## src/rtl/tbin_pkg.sv

```systemverilog
// ----------------------------------------------------------------------------
// tbin_pkg: shared types and constants of the triangle tile binner
// Field widths, result status codes, register indexes and the job record
// that travels from the front pipeline to the emit stage.
// ----------------------------------------------------------------------------
package tbin_pkg;

   localparam int COORD_W         = 24;   // signed 16.8 vertex coordinate
   localparam int FRAC_W          = 8;    // subpixel fraction bits
   localparam int DIM_W           = 14;   // framebuffer size, tile id
   localparam int STATUS_W        = 2;
   localparam int CSR_IDX_W       = 1;
   localparam int MAX_RESULTS     = 4;    // tiles a small triangle can touch
   localparam int TILE_WIDTH_DEF  = 128;
   localparam int QUEUE_DEPTH_DEF = 4;
   localparam int FB_RESET        = 1024;

   // bin_status codes
   localparam logic [STATUS_W-1:0] ST_TILE  = 2'd0;
   localparam logic [STATUS_W-1:0] ST_CULL  = 2'd1;
   localparam logic [STATUS_W-1:0] ST_LARGE = 2'd2;

   // register indexes
   localparam logic [CSR_IDX_W-1:0] CSR_FB_WIDTH  = 1'b0;
   localparam logic [CSR_IDX_W-1:0] CSR_FB_HEIGHT = 1'b1;

   typedef struct packed {
      logic [STATUS_W-1:0] kind;    // ST_TILE, ST_CULL or ST_LARGE
      logic [DIM_W-1:0]    first;   // first tile id, zero unless tile
      logic                right;   // box crosses a column boundary
      logic                down;    // box crosses a row boundary
   } job_type;

endpackage

```

## src/rtl/tbin_req_if.sv

```systemverilog
// ----------------------------------------------------------------------------
// tbin_req_if: triangle input channel
// Valid/ready channel carrying the three vertices of one triangle.
// ----------------------------------------------------------------------------
interface tbin_req_if;
   logic                                valid;
   logic                                ready;
   logic signed [tbin_pkg::COORD_W-1:0] v0_x;
   logic signed [tbin_pkg::COORD_W-1:0] v0_y;
   logic signed [tbin_pkg::COORD_W-1:0] v1_x;
   logic signed [tbin_pkg::COORD_W-1:0] v1_y;
   logic signed [tbin_pkg::COORD_W-1:0] v2_x;
   logic signed [tbin_pkg::COORD_W-1:0] v2_y;

   modport source (output valid, v0_x, v0_y, v1_x, v1_y, v2_x, v2_y, input ready);
   modport sink   (input valid, v0_x, v0_y, v1_x, v1_y, v2_x, v2_y, output ready);
endinterface

```

## src/rtl/tbin_rsp_if.sv

```systemverilog
// ----------------------------------------------------------------------------
// tbin_rsp_if: binning result channel
// Valid/ready channel carrying one tile id or one cull/large verdict.
// ----------------------------------------------------------------------------
interface tbin_rsp_if;
   logic                            valid;
   logic                            ready;
   logic [tbin_pkg::DIM_W-1:0]      tile_index;
   logic [tbin_pkg::STATUS_W-1:0]   bin_status;
   logic                            last_of_run;

   modport source (output valid, tile_index, bin_status, last_of_run, input ready);
   modport sink   (input valid, tile_index, bin_status, last_of_run, output ready);
endinterface

```

## src/rtl/tbin_front.sv

```systemverilog
// ----------------------------------------------------------------------------
// tbin_front: bounding box, cull, clip and tile classification
// Three-stage stallable pipeline ending in a push to the job queue. Also
// holds the framebuffer registers and the derived tiles-per-row count.
// ----------------------------------------------------------------------------
module tbin_front #(
   parameter int TILE_WIDTH = tbin_pkg::TILE_WIDTH_DEF
) (
   input  logic                             clock,
   input  logic                             reset,
   input  logic                             csr_we,
   input  logic [tbin_pkg::CSR_IDX_W-1:0]   csr_index,
   input  logic [tbin_pkg::DIM_W-1:0]       csr_wdata,
   tbin_req_if.sink                         req,
   output logic                             push,
   output tbin_pkg::job_type                push_job,
   input  logic                             full,
   output logic [tbin_pkg::DIM_W-1:0]       tiles_per_row
);

   localparam int CW      = tbin_pkg::COORD_W;
   localparam int DW      = tbin_pkg::DIM_W;
   localparam int FW      = tbin_pkg::FRAC_W;
   localparam int PW      = DW + FW;              // clipped subpixel coordinate
   localparam int PAD_W   = CW - PW;
   // divide by TILE_WIDTH as multiply by a rounded-up reciprocal; exact for
   // dividends below 2**DIV_W
   localparam int DIV_W   = DW + 1;
   localparam int SHIFT   = DIV_W + $clog2(TILE_WIDTH);
   localparam int RECIP_W = DIV_W + 1;
   localparam int PROD_W  = DIV_W + RECIP_W;
   localparam int RECIP   = ((1 << SHIFT) + TILE_WIDTH - 1) / TILE_WIDTH;
   localparam int TPR_RST = (tbin_pkg::FB_RESET + TILE_WIDTH - 1) / TILE_WIDTH;
   localparam logic [PW-1:0] SPAN = PW'(TILE_WIDTH << FW);

   function automatic logic [DIV_W-1:0] div_tw(input logic [DIV_W-1:0] num);
      logic [PROD_W-1:0] prod;
      prod = PROD_W'(num) * PROD_W'(RECIP);
      return DIV_W'(prod >> SHIFT);
   endfunction

   function automatic logic signed [CW-1:0] min3(input logic signed [CW-1:0] a,
                                                 input logic signed [CW-1:0] b,
                                                 input logic signed [CW-1:0] c);
      logic signed [CW-1:0] m;
      m = a;
      if (b < m) m = b;
      if (c < m) m = c;
      return m;
   endfunction

   function automatic logic signed [CW-1:0] max3(input logic signed [CW-1:0] a,
                                                 input logic signed [CW-1:0] b,
                                                 input logic signed [CW-1:0] c);
      logic signed [CW-1:0] m;
      m = a;
      if (b > m) m = b;
      if (c > m) m = c;
      return m;
   endfunction

   // ---------------- registers ----------------
   logic [DW-1:0] width_ff, width_in;
   logic [DW-1:0] height_ff, height_in;
   logic [DW-1:0] tpr_ff, tpr_in;

   logic                 a_valid_ff, a_valid_in;
   logic signed [CW-1:0] a_min_x_ff, a_min_x_in, a_max_x_ff, a_max_x_in;
   logic signed [CW-1:0] a_min_y_ff, a_min_y_in, a_max_y_ff, a_max_y_in;

   logic          b_valid_ff, b_valid_in;
   logic          b_cull_ff, b_cull_in;
   logic [PW-1:0] b_min_x_ff, b_min_x_in, b_max_x_ff, b_max_x_in;
   logic [PW-1:0] b_min_y_ff, b_min_y_in, b_max_y_ff, b_max_y_in;

   logic                             c_valid_ff, c_valid_in;
   logic [tbin_pkg::STATUS_W-1:0]    c_kind_ff, c_kind_in;
   logic [DW-1:0]                    c_fx_ff, c_fx_in, c_fy_ff, c_fy_in;
   logic [DW-1:0]                    c_lx_ff, c_lx_in, c_ly_ff, c_ly_in;

   logic                 adv;
   logic signed [CW-1:0] lim_x, lim_y;
   logic [2*DW-1:0]      row_base;
   logic [DW-1:0]        first_calc;

   assign adv           = !c_valid_ff || !full;
   assign req.ready     = adv;
   assign push          = c_valid_ff && !full;
   assign tiles_per_row = tpr_ff;

   // ---------------- registers at the csr port ----------------
   always_comb begin
      width_in  = width_ff;
      height_in = height_ff;
      tpr_in    = tpr_ff;
      if (csr_we) begin
         case (csr_index)
            tbin_pkg::CSR_FB_WIDTH: begin
               width_in = csr_wdata;
               tpr_in   = DW'(div_tw(DIV_W'(csr_wdata) + DIV_W'(TILE_WIDTH - 1)));
            end
            tbin_pkg::CSR_FB_HEIGHT: begin
               height_in = csr_wdata;
            end
            default: begin
               width_in = width_ff;
            end
         endcase
      end
   end

   // ---------------- stage A: bounding box ----------------
   always_comb begin
      a_valid_in = req.valid;
      a_min_x_in = min3(req.v0_x, req.v1_x, req.v2_x);
      a_max_x_in = max3(req.v0_x, req.v1_x, req.v2_x);
      a_min_y_in = min3(req.v0_y, req.v1_y, req.v2_y);
      a_max_y_in = max3(req.v0_y, req.v1_y, req.v2_y);
   end

   // ---------------- stage B: cull and clip ----------------
   assign lim_x = signed'({PAD_W'(0), width_ff, FW'(0)});
   assign lim_y = signed'({PAD_W'(0), height_ff, FW'(0)});

   always_comb begin
      b_valid_in = a_valid_ff;
      b_cull_in  = (width_ff == '0) || (height_ff == '0) ||
                   a_max_x_ff[CW-1] || a_max_y_ff[CW-1] ||
                   (a_min_x_ff >= lim_x) || (a_min_y_ff >= lim_y);
      b_min_x_in = a_min_x_ff[CW-1] ? '0 : a_min_x_ff[PW-1:0];
      b_min_y_in = a_min_y_ff[CW-1] ? '0 : a_min_y_ff[PW-1:0];
      b_max_x_in = (a_max_x_ff >= lim_x) ? (lim_x[PW-1:0] - PW'(1)) : a_max_x_ff[PW-1:0];
      b_max_y_in = (a_max_y_ff >= lim_y) ? (lim_y[PW-1:0] - PW'(1)) : a_max_y_ff[PW-1:0];
   end

   // ---------------- stage C: size class and tile coordinates ----------------
   always_comb begin
      c_valid_in = b_valid_ff;
      if (b_cull_ff)
         c_kind_in = tbin_pkg::ST_CULL;
      else if (((b_max_x_ff - b_min_x_ff) >= SPAN) || ((b_max_y_ff - b_min_y_ff) >= SPAN))
         c_kind_in = tbin_pkg::ST_LARGE;
      else
         c_kind_in = tbin_pkg::ST_TILE;
      c_fx_in = DW'(div_tw(DIV_W'(b_min_x_ff[PW-1:FW])));
      c_fy_in = DW'(div_tw(DIV_W'(b_min_y_ff[PW-1:FW])));
      c_lx_in = DW'(div_tw(DIV_W'(b_max_x_ff[PW-1:FW])));
      c_ly_in = DW'(div_tw(DIV_W'(b_max_y_ff[PW-1:FW])));
   end

   // ---------------- push: row-major id of the first tile ----------------
   assign row_base   = {DW'(0), c_fy_ff} * {DW'(0), tpr_ff};
   assign first_calc = row_base[DW-1:0] + c_fx_ff;

   always_comb begin
      push_job.kind  = c_kind_ff;
      push_job.first = '0;
      push_job.right = 1'b0;
      push_job.down  = 1'b0;
      if (c_kind_ff == tbin_pkg::ST_TILE) begin
         push_job.first = first_calc;
         push_job.right = c_lx_ff > c_fx_ff;
         push_job.down  = c_ly_ff > c_fy_ff;
      end
   end

   always_ff @(posedge clock) begin
      if (reset) begin
         width_ff   <= DW'(tbin_pkg::FB_RESET);
         height_ff  <= DW'(tbin_pkg::FB_RESET);
         tpr_ff     <= DW'(TPR_RST);
         a_valid_ff <= 1'b0;
         b_valid_ff <= 1'b0;
         c_valid_ff <= 1'b0;
      end else begin
         width_ff  <= width_in;
         height_ff <= height_in;
         tpr_ff    <= tpr_in;
         if (adv) begin
            a_valid_ff <= a_valid_in;
            b_valid_ff <= b_valid_in;
            c_valid_ff <= c_valid_in;
         end
      end
   end

   always_ff @(posedge clock) begin
      if (adv) begin
         a_min_x_ff <= a_min_x_in;
         a_max_x_ff <= a_max_x_in;
         a_min_y_ff <= a_min_y_in;
         a_max_y_ff <= a_max_y_in;
         b_cull_ff  <= b_cull_in;
         b_min_x_ff <= b_min_x_in;
         b_max_x_ff <= b_max_x_in;
         b_min_y_ff <= b_min_y_in;
         b_max_y_ff <= b_max_y_in;
         c_kind_ff  <= c_kind_in;
         c_fx_ff    <= c_fx_in;
         c_fy_ff    <= c_fy_in;
         c_lx_ff    <= c_lx_in;
         c_ly_ff    <= c_ly_in;
      end
   end

endmodule

```

## src/rtl/tbin_queue.sv

```systemverilog
// ----------------------------------------------------------------------------
// tbin_queue: job queue between classifier and tile emitter
// Small circular buffer of job records; one push and one pop per cycle.
// ----------------------------------------------------------------------------
module tbin_queue #(
   parameter int DEPTH = tbin_pkg::QUEUE_DEPTH_DEF
) (
   input  logic              clock,
   input  logic              reset,
   input  logic              push,
   input  tbin_pkg::job_type push_job,
   output logic              full,
   input  logic              pop,
   output logic              pop_valid,
   output tbin_pkg::job_type pop_job
);

   localparam int AW = (DEPTH > 1) ? $clog2(DEPTH) : 1;
   localparam int CNT_W = $clog2(DEPTH + 1);

   tbin_pkg::job_type entry_ff [DEPTH];
   logic [AW-1:0]     wr_ptr_ff, wr_ptr_in;
   logic [AW-1:0]     rd_ptr_ff, rd_ptr_in;
   logic [CNT_W-1:0]  count_ff, count_in;

   function automatic logic [AW-1:0] bump(input logic [AW-1:0] p);
      return (p == AW'(DEPTH - 1)) ? '0 : p + AW'(1);
   endfunction

   assign full      = count_ff == CNT_W'(DEPTH);
   assign pop_valid = count_ff != '0;
   assign pop_job   = entry_ff[rd_ptr_ff];

   always_comb begin
      wr_ptr_in = push ? bump(wr_ptr_ff) : wr_ptr_ff;
      rd_ptr_in = pop ? bump(rd_ptr_ff) : rd_ptr_ff;
      count_in  = count_ff;
      if (push && !pop)
         count_in = count_ff + CNT_W'(1);
      else if (pop && !push)
         count_in = count_ff - CNT_W'(1);
   end

   always_ff @(posedge clock) begin
      if (reset) begin
         wr_ptr_ff <= '0;
         rd_ptr_ff <= '0;
         count_ff  <= '0;
      end else begin
         wr_ptr_ff <= wr_ptr_in;
         rd_ptr_ff <= rd_ptr_in;
         count_ff  <= count_in;
      end
   end

   always_ff @(posedge clock) begin
      if (push) begin
         entry_ff[wr_ptr_ff] <= push_job;
      end
   end

endmodule

```

## src/rtl/tbin_back.sv

```systemverilog
// ----------------------------------------------------------------------------
// tbin_back: tile emitter
// Walks the tiles of one job (first, right, down, down-right) or its verdict,
// one result per cycle while rsp.ready allows, through a registered output.
// ----------------------------------------------------------------------------
module tbin_back (
   input  logic                         clock,
   input  logic                         reset,
   input  logic                         pop_valid,
   input  tbin_pkg::job_type            pop_job,
   output logic                         pop,
   input  logic [tbin_pkg::DIM_W-1:0]   tiles_per_row,
   tbin_rsp_if.source                   rsp
);

   localparam int DW = tbin_pkg::DIM_W;
   localparam int MR = tbin_pkg::MAX_RESULTS;

   // one bit per pending result: [0] first, [1] right, [2] down, [3] down-right
   logic [MR-1:0]                 mask_ff, mask_in;
   logic [tbin_pkg::STATUS_W-1:0] kind_ff, kind_in;
   logic [DW-1:0]                 first_ff, first_in;

   logic                          out_valid_ff, out_valid_in;
   logic [DW-1:0]                 out_tile_ff, out_tile_in;
   logic [tbin_pkg::STATUS_W-1:0] out_status_ff, out_status_in;
   logic                          out_last_ff, out_last_in;

   logic          out_free, emit, is_last;
   logic [MR-1:0] sel, rest, new_mask;
   logic [DW-1:0] tile_idx;

   assign out_free = !out_valid_ff || rsp.ready;
   assign sel      = mask_ff & (~mask_ff + MR'(1));
   assign rest     = mask_ff & ~sel;
   assign is_last  = rest == '0;
   assign emit     = (mask_ff != '0) && out_free;
   assign pop      = pop_valid && ((mask_ff == '0) || (emit && is_last));

   assign new_mask = (pop_job.kind == tbin_pkg::ST_TILE) ?
                     {pop_job.right && pop_job.down, pop_job.down, pop_job.right, 1'b1} :
                     MR'(1);

   assign tile_idx = first_ff + DW'(sel[1] || sel[3]) +
                     ((sel[2] || sel[3]) ? tiles_per_row : '0);

   always_comb begin
      mask_in  = emit ? rest : mask_ff;
      kind_in  = kind_ff;
      first_in = first_ff;
      if (pop) begin
         mask_in  = new_mask;
         kind_in  = pop_job.kind;
         first_in = pop_job.first;
      end

      out_valid_in  = out_valid_ff && !rsp.ready;
      out_tile_in   = out_tile_ff;
      out_status_in = out_status_ff;
      out_last_in   = out_last_ff;
      if (emit) begin
         out_valid_in  = 1'b1;
         out_tile_in   = tile_idx;
         out_status_in = kind_ff;
         out_last_in   = is_last;
      end
   end

   always_ff @(posedge clock) begin
      if (reset) begin
         mask_ff      <= '0;
         out_valid_ff <= 1'b0;
      end else begin
         mask_ff      <= mask_in;
         out_valid_ff <= out_valid_in;
      end
   end

   always_ff @(posedge clock) begin
      kind_ff       <= kind_in;
      first_ff      <= first_in;
      out_tile_ff   <= out_tile_in;
      out_status_ff <= out_status_in;
      out_last_ff   <= out_last_in;
   end

   assign rsp.valid       = out_valid_ff;
   assign rsp.tile_index  = out_tile_ff;
   assign rsp.bin_status  = out_status_ff;
   assign rsp.last_of_run = out_last_ff;

endmodule

```

## src/rtl/triangle_tile_binning_unit.sv

```systemverilog
// ----------------------------------------------------------------------------
// triangle_tile_binning_unit: bounding-box tile binner for triangles
// Culls, clips and classifies each triangle, then emits the one to four
// tiles a small triangle touches, or one cull / large verdict.
// ----------------------------------------------------------------------------
//
//  channel  direction  handshake           payload
//  req      in         valid/ready         v0_x v0_y v1_x v1_y v2_x v2_y (s16.8)
//  rsp      out        valid/ready         tile_index bin_status last_of_run
//  csr      in         csr_we, no stall    csr_index, csr_wdata (14 bits)
//
//  The classifier is a 3-stage pipeline that takes a triangle every cycle
//  unless the job queue is full; the emitter sends one result per cycle
//  while rsp.ready allows, so a small triangle yields one to four results
//  and a culled or large one a single result, and sustained rate is set by
//  the single result port.
//  Reset: synchronous, active high; no clearing pass, ready right away.
//  Stalls: the job queue lets the classifier keep taking triangles while the
//  emitter waits on rsp.ready, until the queue and pipeline fill.
// ----------------------------------------------------------------------------
module triangle_tile_binning_unit #(
   parameter int TILE_WIDTH  = tbin_pkg::TILE_WIDTH_DEF,
   parameter int QUEUE_DEPTH = tbin_pkg::QUEUE_DEPTH_DEF
) (
   input  logic                             clock,
   input  logic                             reset,
   tbin_req_if.sink                         req,
   tbin_rsp_if.source                       rsp,
   input  logic                             csr_we,
   input  logic [tbin_pkg::CSR_IDX_W-1:0]   csr_index,
   input  logic [tbin_pkg::DIM_W-1:0]       csr_wdata
);

   // front -> queue
   logic              q_push;
   tbin_pkg::job_type q_push_job;
   logic              q_full;

   // queue -> back
   logic              q_pop;
   logic              q_valid;
   tbin_pkg::job_type q_job;

   // from fb_width; only the user holds it stable while triangles are in flight
   logic [tbin_pkg::DIM_W-1:0] tiles_per_row;

   // Classifier: bounding box, cull against the framebuffer, clip to the
   // last valid subpixel, then the small/large test and tile coordinates.
   tbin_front #(
      .TILE_WIDTH (TILE_WIDTH)
   ) u_front (
      .clock         (clock),
      .reset         (reset),
      .csr_we        (csr_we),
      .csr_index     (csr_index),
      .csr_wdata     (csr_wdata),
      .req           (req),
      .push          (q_push),
      .push_job      (q_push_job),
      .full          (q_full),
      .tiles_per_row (tiles_per_row)
   );

   // Job queue decouples the classifier from the result port.
   tbin_queue #(
      .DEPTH (QUEUE_DEPTH)
   ) u_queue (
      .clock     (clock),
      .reset     (reset),
      .push      (q_push),
      .push_job  (q_push_job),
      .full      (q_full),
      .pop       (q_pop),
      .pop_valid (q_valid),
      .pop_job   (q_job)
   );

   // Emitter: one result transfer per cycle from the job at the queue head.
   tbin_back u_back (
      .clock         (clock),
      .reset         (reset),
      .pop_valid     (q_valid),
      .pop_job       (q_job),
      .pop           (q_pop),
      .tiles_per_row (tiles_per_row),
      .rsp           (rsp)
   );

   // ---------------- assertions ----------------

   // cull and large verdicts are single results with a zero tile id
   assert property (@(posedge clock) disable iff (reset)
      (rsp.valid && rsp.bin_status != tbin_pkg::ST_TILE) |->
         (rsp.last_of_run && rsp.tile_index == '0))
      else $error("verdict result without last flag or with tile id");

   // classifier never writes into a full queue
   assert property (@(posedge clock) disable iff (reset)
      q_push |-> !q_full)
      else $error("job queue overflow");

   // emitter only takes a job that is there
   assert property (@(posedge clock) disable iff (reset)
      q_pop |-> q_valid)
      else $error("job queue underflow");

   // no result is offered right after reset
   assert property (@(posedge clock)
      reset |=> !rsp.valid)
      else $error("result valid after reset");

endmodule

```

## src/flat_wrapper.sv

```systemverilog
// flat-port wrapper written by rule: the top's interface ports become plain ports
module triangle_tile_binning_unit_flat 
#(
   parameter int TILE_WIDTH  = tbin_pkg::TILE_WIDTH_DEF,
   parameter int QUEUE_DEPTH = tbin_pkg::QUEUE_DEPTH_DEF
)
  (clock, reset, csr_we, csr_index, csr_wdata, req_valid, req_v0_x, req_v0_y, req_v1_x, req_v1_y, req_v2_x, req_v2_y, req_ready, rsp_valid, rsp_tile_index, rsp_bin_status, rsp_last_of_run, rsp_ready);
  tbin_req_if req_i ();
  tbin_rsp_if rsp_i ();
  input  logic clock;
  input  logic reset;
  input  logic csr_we;
  input  logic [tbin_pkg::CSR_IDX_W-1:0] csr_index;
  input  logic [tbin_pkg::DIM_W-1:0] csr_wdata;
  input wire logic [$bits(req_i.valid)-1:0] req_valid;
  input wire logic [$bits(req_i.v0_x)-1:0] req_v0_x;
  input wire logic [$bits(req_i.v0_y)-1:0] req_v0_y;
  input wire logic [$bits(req_i.v1_x)-1:0] req_v1_x;
  input wire logic [$bits(req_i.v1_y)-1:0] req_v1_y;
  input wire logic [$bits(req_i.v2_x)-1:0] req_v2_x;
  input wire logic [$bits(req_i.v2_y)-1:0] req_v2_y;
  output wire logic [$bits(req_i.ready)-1:0] req_ready;
  output wire logic [$bits(rsp_i.valid)-1:0] rsp_valid;
  output wire logic [$bits(rsp_i.tile_index)-1:0] rsp_tile_index;
  output wire logic [$bits(rsp_i.bin_status)-1:0] rsp_bin_status;
  output wire logic [$bits(rsp_i.last_of_run)-1:0] rsp_last_of_run;
  input wire logic [$bits(rsp_i.ready)-1:0] rsp_ready;
  assign req_i.valid = req_valid;
  assign req_i.v0_x = req_v0_x;
  assign req_i.v0_y = req_v0_y;
  assign req_i.v1_x = req_v1_x;
  assign req_i.v1_y = req_v1_y;
  assign req_i.v2_x = req_v2_x;
  assign req_i.v2_y = req_v2_y;
  assign req_ready = req_i.ready;
  assign rsp_valid = rsp_i.valid;
  assign rsp_tile_index = rsp_i.tile_index;
  assign rsp_bin_status = rsp_i.bin_status;
  assign rsp_last_of_run = rsp_i.last_of_run;
  assign rsp_i.ready = rsp_ready;
  triangle_tile_binning_unit #(.TILE_WIDTH(TILE_WIDTH), .QUEUE_DEPTH(QUEUE_DEPTH)) u_core (.clock(clock), .reset(reset), .req(req_i), .rsp(rsp_i), .csr_we(csr_we), .csr_index(csr_index), .csr_wdata(csr_wdata));
endmodule
```

## config.mk

```make
export PLATFORM = sky130hd
export DESIGN_NAME = triangle_tile_binning_unit_flat
export DESIGN_NICKNAME = d
export VERILOG_FILES = /design/src/rtl/tbin_pkg.sv /design/src/rtl/tbin_req_if.sv /design/src/rtl/tbin_rsp_if.sv /design/src/rtl/tbin_front.sv /design/src/rtl/tbin_queue.sv /design/src/rtl/tbin_back.sv /design/src/rtl/triangle_tile_binning_unit.sv /design/src/flat_wrapper.sv
export SDC_FILE = /design/constraint.sdc
export NUM_CORES = 1
export LEC_CHECK = 0
export BUFFER_PORTS_ARGS = -buffer_cell sky130_fd_sc_hd__clkbuf_2
export CORE_ASPECT_RATIO = 1.4
export CORE_UTILIZATION = 45
export DETAILED_ROUTE_END_ITERATION = 10
export SLEW_MARGIN = 20
export SYNTH_ARGS = -nofsm -noshare
export SYNTH_HDL_FRONTEND = slang
export SYNTH_SLANG_ARGS = --single-unit
```

## constraint.sdc

```tcl
create_clock -name clock -period 12.3 [get_ports clock]
set_clock_uncertainty 0.1 [all_clocks]
set_input_delay 1.845 -clock clock [delete_from_list [all_inputs] [get_ports clock]]
set_output_delay 1.845 -clock clock [all_outputs]
set_load 0.01 [all_outputs]
```

# Yosys cells after proc, flatten, opt, wreduce, memory -nomap -nowiden
# Memories as Yosys holds them, arrays and structs flattened. A register that Yosys moved wholly into a read port is not among the register bits.
# Cells that the tools add are included.
# word_totals
register_bits,299
mem_bits_rw,72
inputBits,164
out_inout_bits,19
wordCells,131
mem_count,1
# classes
addsub,13
n_mul,1
magnitude_cmp,16
eq_ne,3
n_mux,25
bitwise_logic,5
reduce_logical,37
# memory_table
name,words,width,rd,rd_ports_with_merged_regs,write_ports,line,source
u_core.u_queue.entry_ff,4,18,1,1,1,tbin_queue.sv:21,tbin_pkg::job_type entry_ff [DEPTH];
# op_table
op,n
$mux W24,8
$ge A24 B23 Y1,4
$gt A24 B24 Y1,4
$lt A24 B24 Y1,4
$ge A22 B16 Y1 const B,2
$mux W22,2
$sub A22 B1 Y22 const B,2
$sub A22 B22 Y22,2
$logic_not A14 Y1,2
$mux W16,1
$add A14 B7 Y15 const B,1
$add A14 B1 Y14,1
$add A14 B7 Y14,1
$add A14 B8 Y14,1
$gt A7 B7 Y1,2
$mul A7 B8 Y14,1
$mux W4,3
$logic_or A1 B1 Y1,11
$mux W2,5
$and A4 B4 Y4,2
$logic_and A1 B1 Y1,8
$logic_not A4 Y1,2
$mux W8,1
$not A4 Y4,2
15 further kinds,28

# Logic depth before layout (Yosys ltp)
# depth
word_depth,12
ltp_mapped,23
mapped_depth_nobuf,20

# Hierarchy
# Synthesis repeated with hierarchy kept, for this count alone.
# hier_totals
cells_unflattened,2347
area_unflattened_um2,25368.1
# modules_own_cells
mod,instances,cells_each,area_per_inst_um2,seq_area_each_um2
tbin_front,1,2042,20292.0,7236.9
tbin_queue,1,138,3080.5,2342.2
tbin_back,1,167,1995.7,1091.0

# Worst setup path before layout
# No wires, ideal clock.
# synth_path
kind,reg-to-reg
from,register u_core.u_queue.count_ff[0]
to,"register u_core.u_front.a_max_x_ff[0], enable pin"
setup_time_ps,2288
t_arrival_ps,5381
required_ps,9912
setup_slack_ps,4530
path_stages_with_launch,3
path_buffers,0
synth_period_minus_slack_ps,7770
cell_sequence,dfxtp_1 nor2_1 nand3_1
# synth_via
elab_chain_len,3
# synth_lines
element,line,source
start: declaration,tbin_queue.sv:24,"logic [CNT_W-1:0] count_ff, count_in;"
start signal: assignment,tbin_queue.sv:52,count_ff <= count_in;
$eq A3 B3 Y1,tbin_queue.sv:30,assign full = count_ff == CNT_W'(DEPTH);
$logic_not A1 Y1,tbin_front.sv:86,assign adv = !c_valid_ff || !full;
$logic_or A1 B1 Y1,tbin_front.sv:86,
named net req_ready,flat_wrapper.sv:22,output wire logic [$bits(req_i.ready)-1:0] req_ready;
end signal: assignment,tbin_front.sv:190,a_max_x_ff <= a_max_x_in;
end: declaration,tbin_front.sv:68,"logic signed [CW-1:0] a_min_x_ff, a_min_x_in, a_max_x_ff, a_max_x_in;"
# The timed path passes the listed nets, and every way through them passes these cells.
# A chain may end at the register's enable or synchronous reset.

# Worst setup path after layout
# layout_path
from,input port req_v0_y[23]
to,register u_core.u_front.a_max_y_ff[0] (data pin)
# layout_via
elab_chain_len,4
# layout_lines
element,line,source
start: declaration,flat_wrapper.sv:17,input wire logic [$bits(req_i.v0_y)-1:0] req_v0_y;
$gt A24 B24 Y1,tbin_front.sv:57,if (b > m) m = b;
$mux W24 *,tbin_front.sv:57,
$gt A24 B24 Y1,tbin_front.sv:58,if (c > m) m = c;
$mux W24 *,tbin_front.sv:58,
named net u_core.u_front.a_max_y_in[0],tbin_front.sv:69,"logic signed [CW-1:0] a_min_y_ff, a_min_y_in, a_max_y_ff, a_max_y_in;"
end signal: assignment,tbin_front.sv:192,a_max_y_ff <= a_max_y_in;
end: declaration,tbin_front.sv:69,
# The timed path passes the listed nets; every way through them passes the cells marked *.

==> metrics <==
Final HPWL DP between 40 and 50 mm; Register-to-Register Setup Slack 7320 ps; Reg clk slew, reported paths 60 ps; depth of the worst hold-timing path 0; number of enable flip-flop cells after synthesis 320; highest clock rate 132 MHz; synth warn 0; fraction of layout instances using a drive strength above 1 12.2%; Synth cell types 74; largest net degree at the start of global routing between 70 and 80; Layout area overhead 11.8%; Hold Path Origin u_core.u_back.kind_ff[0]$_DFFE_PP_; synthesized net count 2838; number of remaining DRC errors 0; global-route usage over all layers 20.6%; total power of the final layout 0.00508 W; postcts setup bufs 0; I/O pins 183; total wire length after detailed routing between 50 and 60 mm; path class of the lowest-slack min-delay path flip-flop to flip-flop; leakage power figure 12.2 nW; Avg Synthesized Cell Area 10.7 µm²; CTS resizes 0; Crit. End Element flip-flop; post-synthesis cell count 2333; data required time of the worst path around 13000 ps; Total Neg Setup Slack 0 ps; placer congestion estimate 0.878; wire length of the first global-routing pass 92.4 mm; commonest cells after routing, fill and taps aside sky130_fd_sc_hd__edfxtp_1 (320), sky130_fd_sc_hd__ha_1 (303), sky130_fd_sc_hd__inv_1 (253), sky130_fd_sc_hd__clkbuf_2 (181), sky130_fd_sc_hd__a21oi_1 (174); fin. max-slew vios 0; initial core utilization 45.8%; unrepaired setup endpoints after global routing false; area of the core region 54500 µm²; slew of the pin with the lowest slew margin between 1000 and 1500 ps; highest ir drop seen on vdd 89.0 µV; flops & latches, synth 373; number of antenna violations at the first check in global routing 5; via-per-instance ratio 5.42; post-synthesis instance area 25000 µm²; die height 281 µm; maximum buffer depth of the clock tree 3; number of detailed-route iterations in the first pass 5; net count of the finished layout approximately 3000; clk_lat worst skew 540 ps; Tcrit/Tclk final 61.4%; via count of the first global-routing pass 18109; mean routed wirelength per cell 17.9 µm; start of the worst register-to-register path u_core.u_front.c_fy_ff[3]$_DFFE_PP_; deepest level of the CTS H-tree 2; floorplan row count 101; area of the die roughly 56000 µm²; total power density per cell area between 150 and 200 nW/µm²; run status completed; DR iter-0 viols 925; fraction of registers with async set/reset 0%; PortBufs approximately 180; number of buffers inserted during clock tree synthesis 37; maximum fanout encountered on the critical timing path between 40 and 50; clock tree from TritonCTS built; Setup Viol. Count Final 0; max_slew headroom 30.0%; count of maximum capacitance violations 0; CTS Root Buffer Type sky130_fd_sc_hd__clkbuf_16; Startpoint Class primary input; die width 201 µm; count of nets left with antenna violations after detail routing 0; number of cells in the finished layout apart from fillers 3254; CTS hold repair buffers 0; endpoint of the worst hold path u_core.u_back.rsp.bin_status[0]$_DFFE_PP_; fin crit period ~7600 ps; # placed instances roughly 3200; routed via count 17641; global route total overflow 0; fraction of the yosys area taken by sequential cells 42.8%; startpoint-to-endpoint class of the critical path primary input to flip-flop; data arrival at the endpoint of the critical path 7750 ps; Hold Violations, Final 0; endpoint of the worst-slack reg-to-reg timing path u_core.u_queue.entry_ff[3][14]$_DFFE_PP_; most common cell after layout, fill and taps aside sky130_fd_sc_hd__edfxtp_1; length in cells of the worst reg-to-reg path 16; sink count of the clock tree 373; main flop type after synthesis sky130_fd_sc_hd__edfxtp_1; number of fillers in the final layout 4926
==> critical path, cell delays in order <==
cell and delay [ps]:
sky130_fd_sc_hd__clkbuf_2 100, sky130_fd_sc_hd__inv_1 40, sky130_fd_sc_hd__ha_1 480, sky130_fd_sc_hd__nand4_2 150
sky130_fd_sc_hd__or4_1 600, sky130_fd_sc_hd__or2_1 290, sky130_fd_sc_hd__a21oi_2 160, sky130_fd_sc_hd__nor2_1 150
sky130_fd_sc_hd__xnor2_4 150, sky130_fd_sc_hd__buf_4 410, sky130_fd_sc_hd__o21bai_2 460, sky130_fd_sc_hd__buf_4 370
sky130_fd_sc_hd__mux2i_1 290, sky130_fd_sc_hd__ha_1 190, sky130_fd_sc_hd__a21o_1 110, sky130_fd_sc_hd__a21o_1 110
sky130_fd_sc_hd__a21oi_1 60, sky130_fd_sc_hd__o21ai_0 240, sky130_fd_sc_hd__o21ai_0 120, sky130_fd_sc_hd__nand3_1 90
sky130_fd_sc_hd__nand3_1 110, sky130_fd_sc_hd__a21oi_4 790, sky130_fd_sc_hd__mux2_2 410
==> sequential cells by signal, summed over array words and instances (netlist names), 22 cells and up, named ones only <==
signal                     cells
u_core.u_front.b_max_x_ff     22
u_core.u_front.b_min_y_ff     22
u_core.u_front.b_max_y_ff     22
u_core.u_front.a_min_y_ff     24
u_core.u_front.a_max_x_ff     24
u_core.u_queue.entry_ff       72
u_core.u_front.a_max_y_ff     24
u_core.u_front.b_min_x_ff     22
u_core.u_front.a_min_x_ff     24
==> worst max path at each step <==
stage / from / end / slack (ps) / cells past startpoint
finish: req_v0_y[23] / u_core.u_front.a_max_y_ff[0]$_DFFE_PP_ / 4750 / 23
global route: req_v0_y[23] / u_core.u_front.a_max_y_ff[0]$_DFFE_PP_ / 4260 / 23
CTS: req_v0_x[23] / u_core.u_front.a_max_x_ff[0]$_DFFE_PP_ / 4620 / 22
detailed placement: req_v0_x[23] / u_core.u_front.a_max_x_ff[0]$_DFFE_PP_ / 4030 / 22
global placement: req_v0_x[23] / u_core.u_front.a_max_x_ff[0]$_DFFE_PP_ / 4160 / 22
floorplan: u_core.u_queue.count_ff[0]$_SDFFE_PP0P_ / u_core.u_front.a_max_x_ff[0]$_DFFE_PP_ / 4530 / 2
==> synthesized netlist by cell type, types with 8 or more instances <==
library cell	count	share of area, %
sky130_fd_sc_hd__edfxtp_1	320	39
sky130_fd_sc_hd__ha_1	303	15
sky130_fd_sc_hd__inv_1	253	3.8
sky130_fd_sc_hd__a21oi_1	176	3.5
sky130_fd_sc_hd__nor2_1	161	2.4
sky130_fd_sc_hd__mux2i_1	153	6.1
sky130_fd_sc_hd__nand2_1	147	2.2
sky130_fd_sc_hd__nor2b_1	97	2.4
sky130_fd_sc_hd__clkbuf_1	56	0.84
sky130_fd_sc_hd__o21ai_0	54	1.1
sky130_fd_sc_hd__dfxtp_1	53	4.3
sky130_fd_sc_hd__xnor2_1	49	1.7
sky130_fd_sc_hd__and2_1	44	1.1
sky130_fd_sc_hd__nand4_1	40	1.0
sky130_fd_sc_hd__a21o_1	39	1.2
sky130_fd_sc_hd__fa_1	38	3.0
sky130_fd_sc_hd__nand3_1	37	0.74
sky130_fd_sc_hd__nor3_1	30	0.60
sky130_fd_sc_hd__a211oi_1	26	0.78
sky130_fd_sc_hd__nor4_1	26	0.65
sky130_fd_sc_hd__o21a_1	24	0.72
sky130_fd_sc_hd__nand2b_1	22	0.55
sky130_fd_sc_hd__mux4_2	18	1.6
sky130_fd_sc_hd__a221o_1	15	0.60
sky130_fd_sc_hd__mux2_2	15	0.68
sky130_fd_sc_hd__and3_1	13	0.33
sky130_fd_sc_hd__o21bai_1	11	0.33
sky130_fd_sc_hd__xor2_1	11	0.39
sky130_fd_sc_hd__o211ai_1	9	0.27
sky130_fd_sc_hd__nand3b_1	8	0.24
==> metrics by stage <==
step / instance area, µm² / util [%] / worst slack [ps] / hold slack [ps]
CTS: 27900 / 51.2 / 4620 / 332
detailed placement: 26700 / 48.9 / 4030 / 317
global placement: 26600 / 48.9 / 4160 / 301
global route: 27900 / 51.2 / 4260 / 345
floorplan: 25000 / - / 4530 / 300
finish: 27900 / 51.2 / 4750 / 328
==> final cells by class <==
type / instances / area [µm²] / share of cell area (%)
Antenna cell: 2 / 5.00 / 0.0179
Clock buffer: 45 / 976 / 3.50
Clock inverter: 22 / 228 / 0.816
Inverter: 253 / 950 / 3.40
Multi-Input combinational cell: 1640 / 13100 / 46.9
Sequential cell: 373 / 10700 / 38.3
Tap cell: 721 / 902 / 3.23
Timing Repair Buffer: 198 / 1070 / 3.84
==> power by group <==
group / internal, W / switching (W) / leakage (nW)
Combinational: 0.000853 / 0.00107 / 7.92
Sequential: 0.00181 / 0.000222 / 3.72
Clock: 0.000638 / 0.000486 / 0.578
==> logic make-up after synthesis <==
family / synth area share, %
buf+inv: 5.02
mux: 8.54
xor+xnor: 2.28
fa+ha+maj: 18.3
flops: 42.8
simple gates: 13.1
compound gates: 10.0
==> per-layer routing <==
layer | track usage, % | share of wire, % | vias up
met5 | 0 | 0.064 | -
met4 | 7.07 | 3.0 | 6
met3 | 2.42 | 3.7 | 101
met2 | 37.6 | 50 | 411
met1 | 24.8 | 43 | 8383
li1 | - | - | 8740
Power figures use the tool's default switching activity.
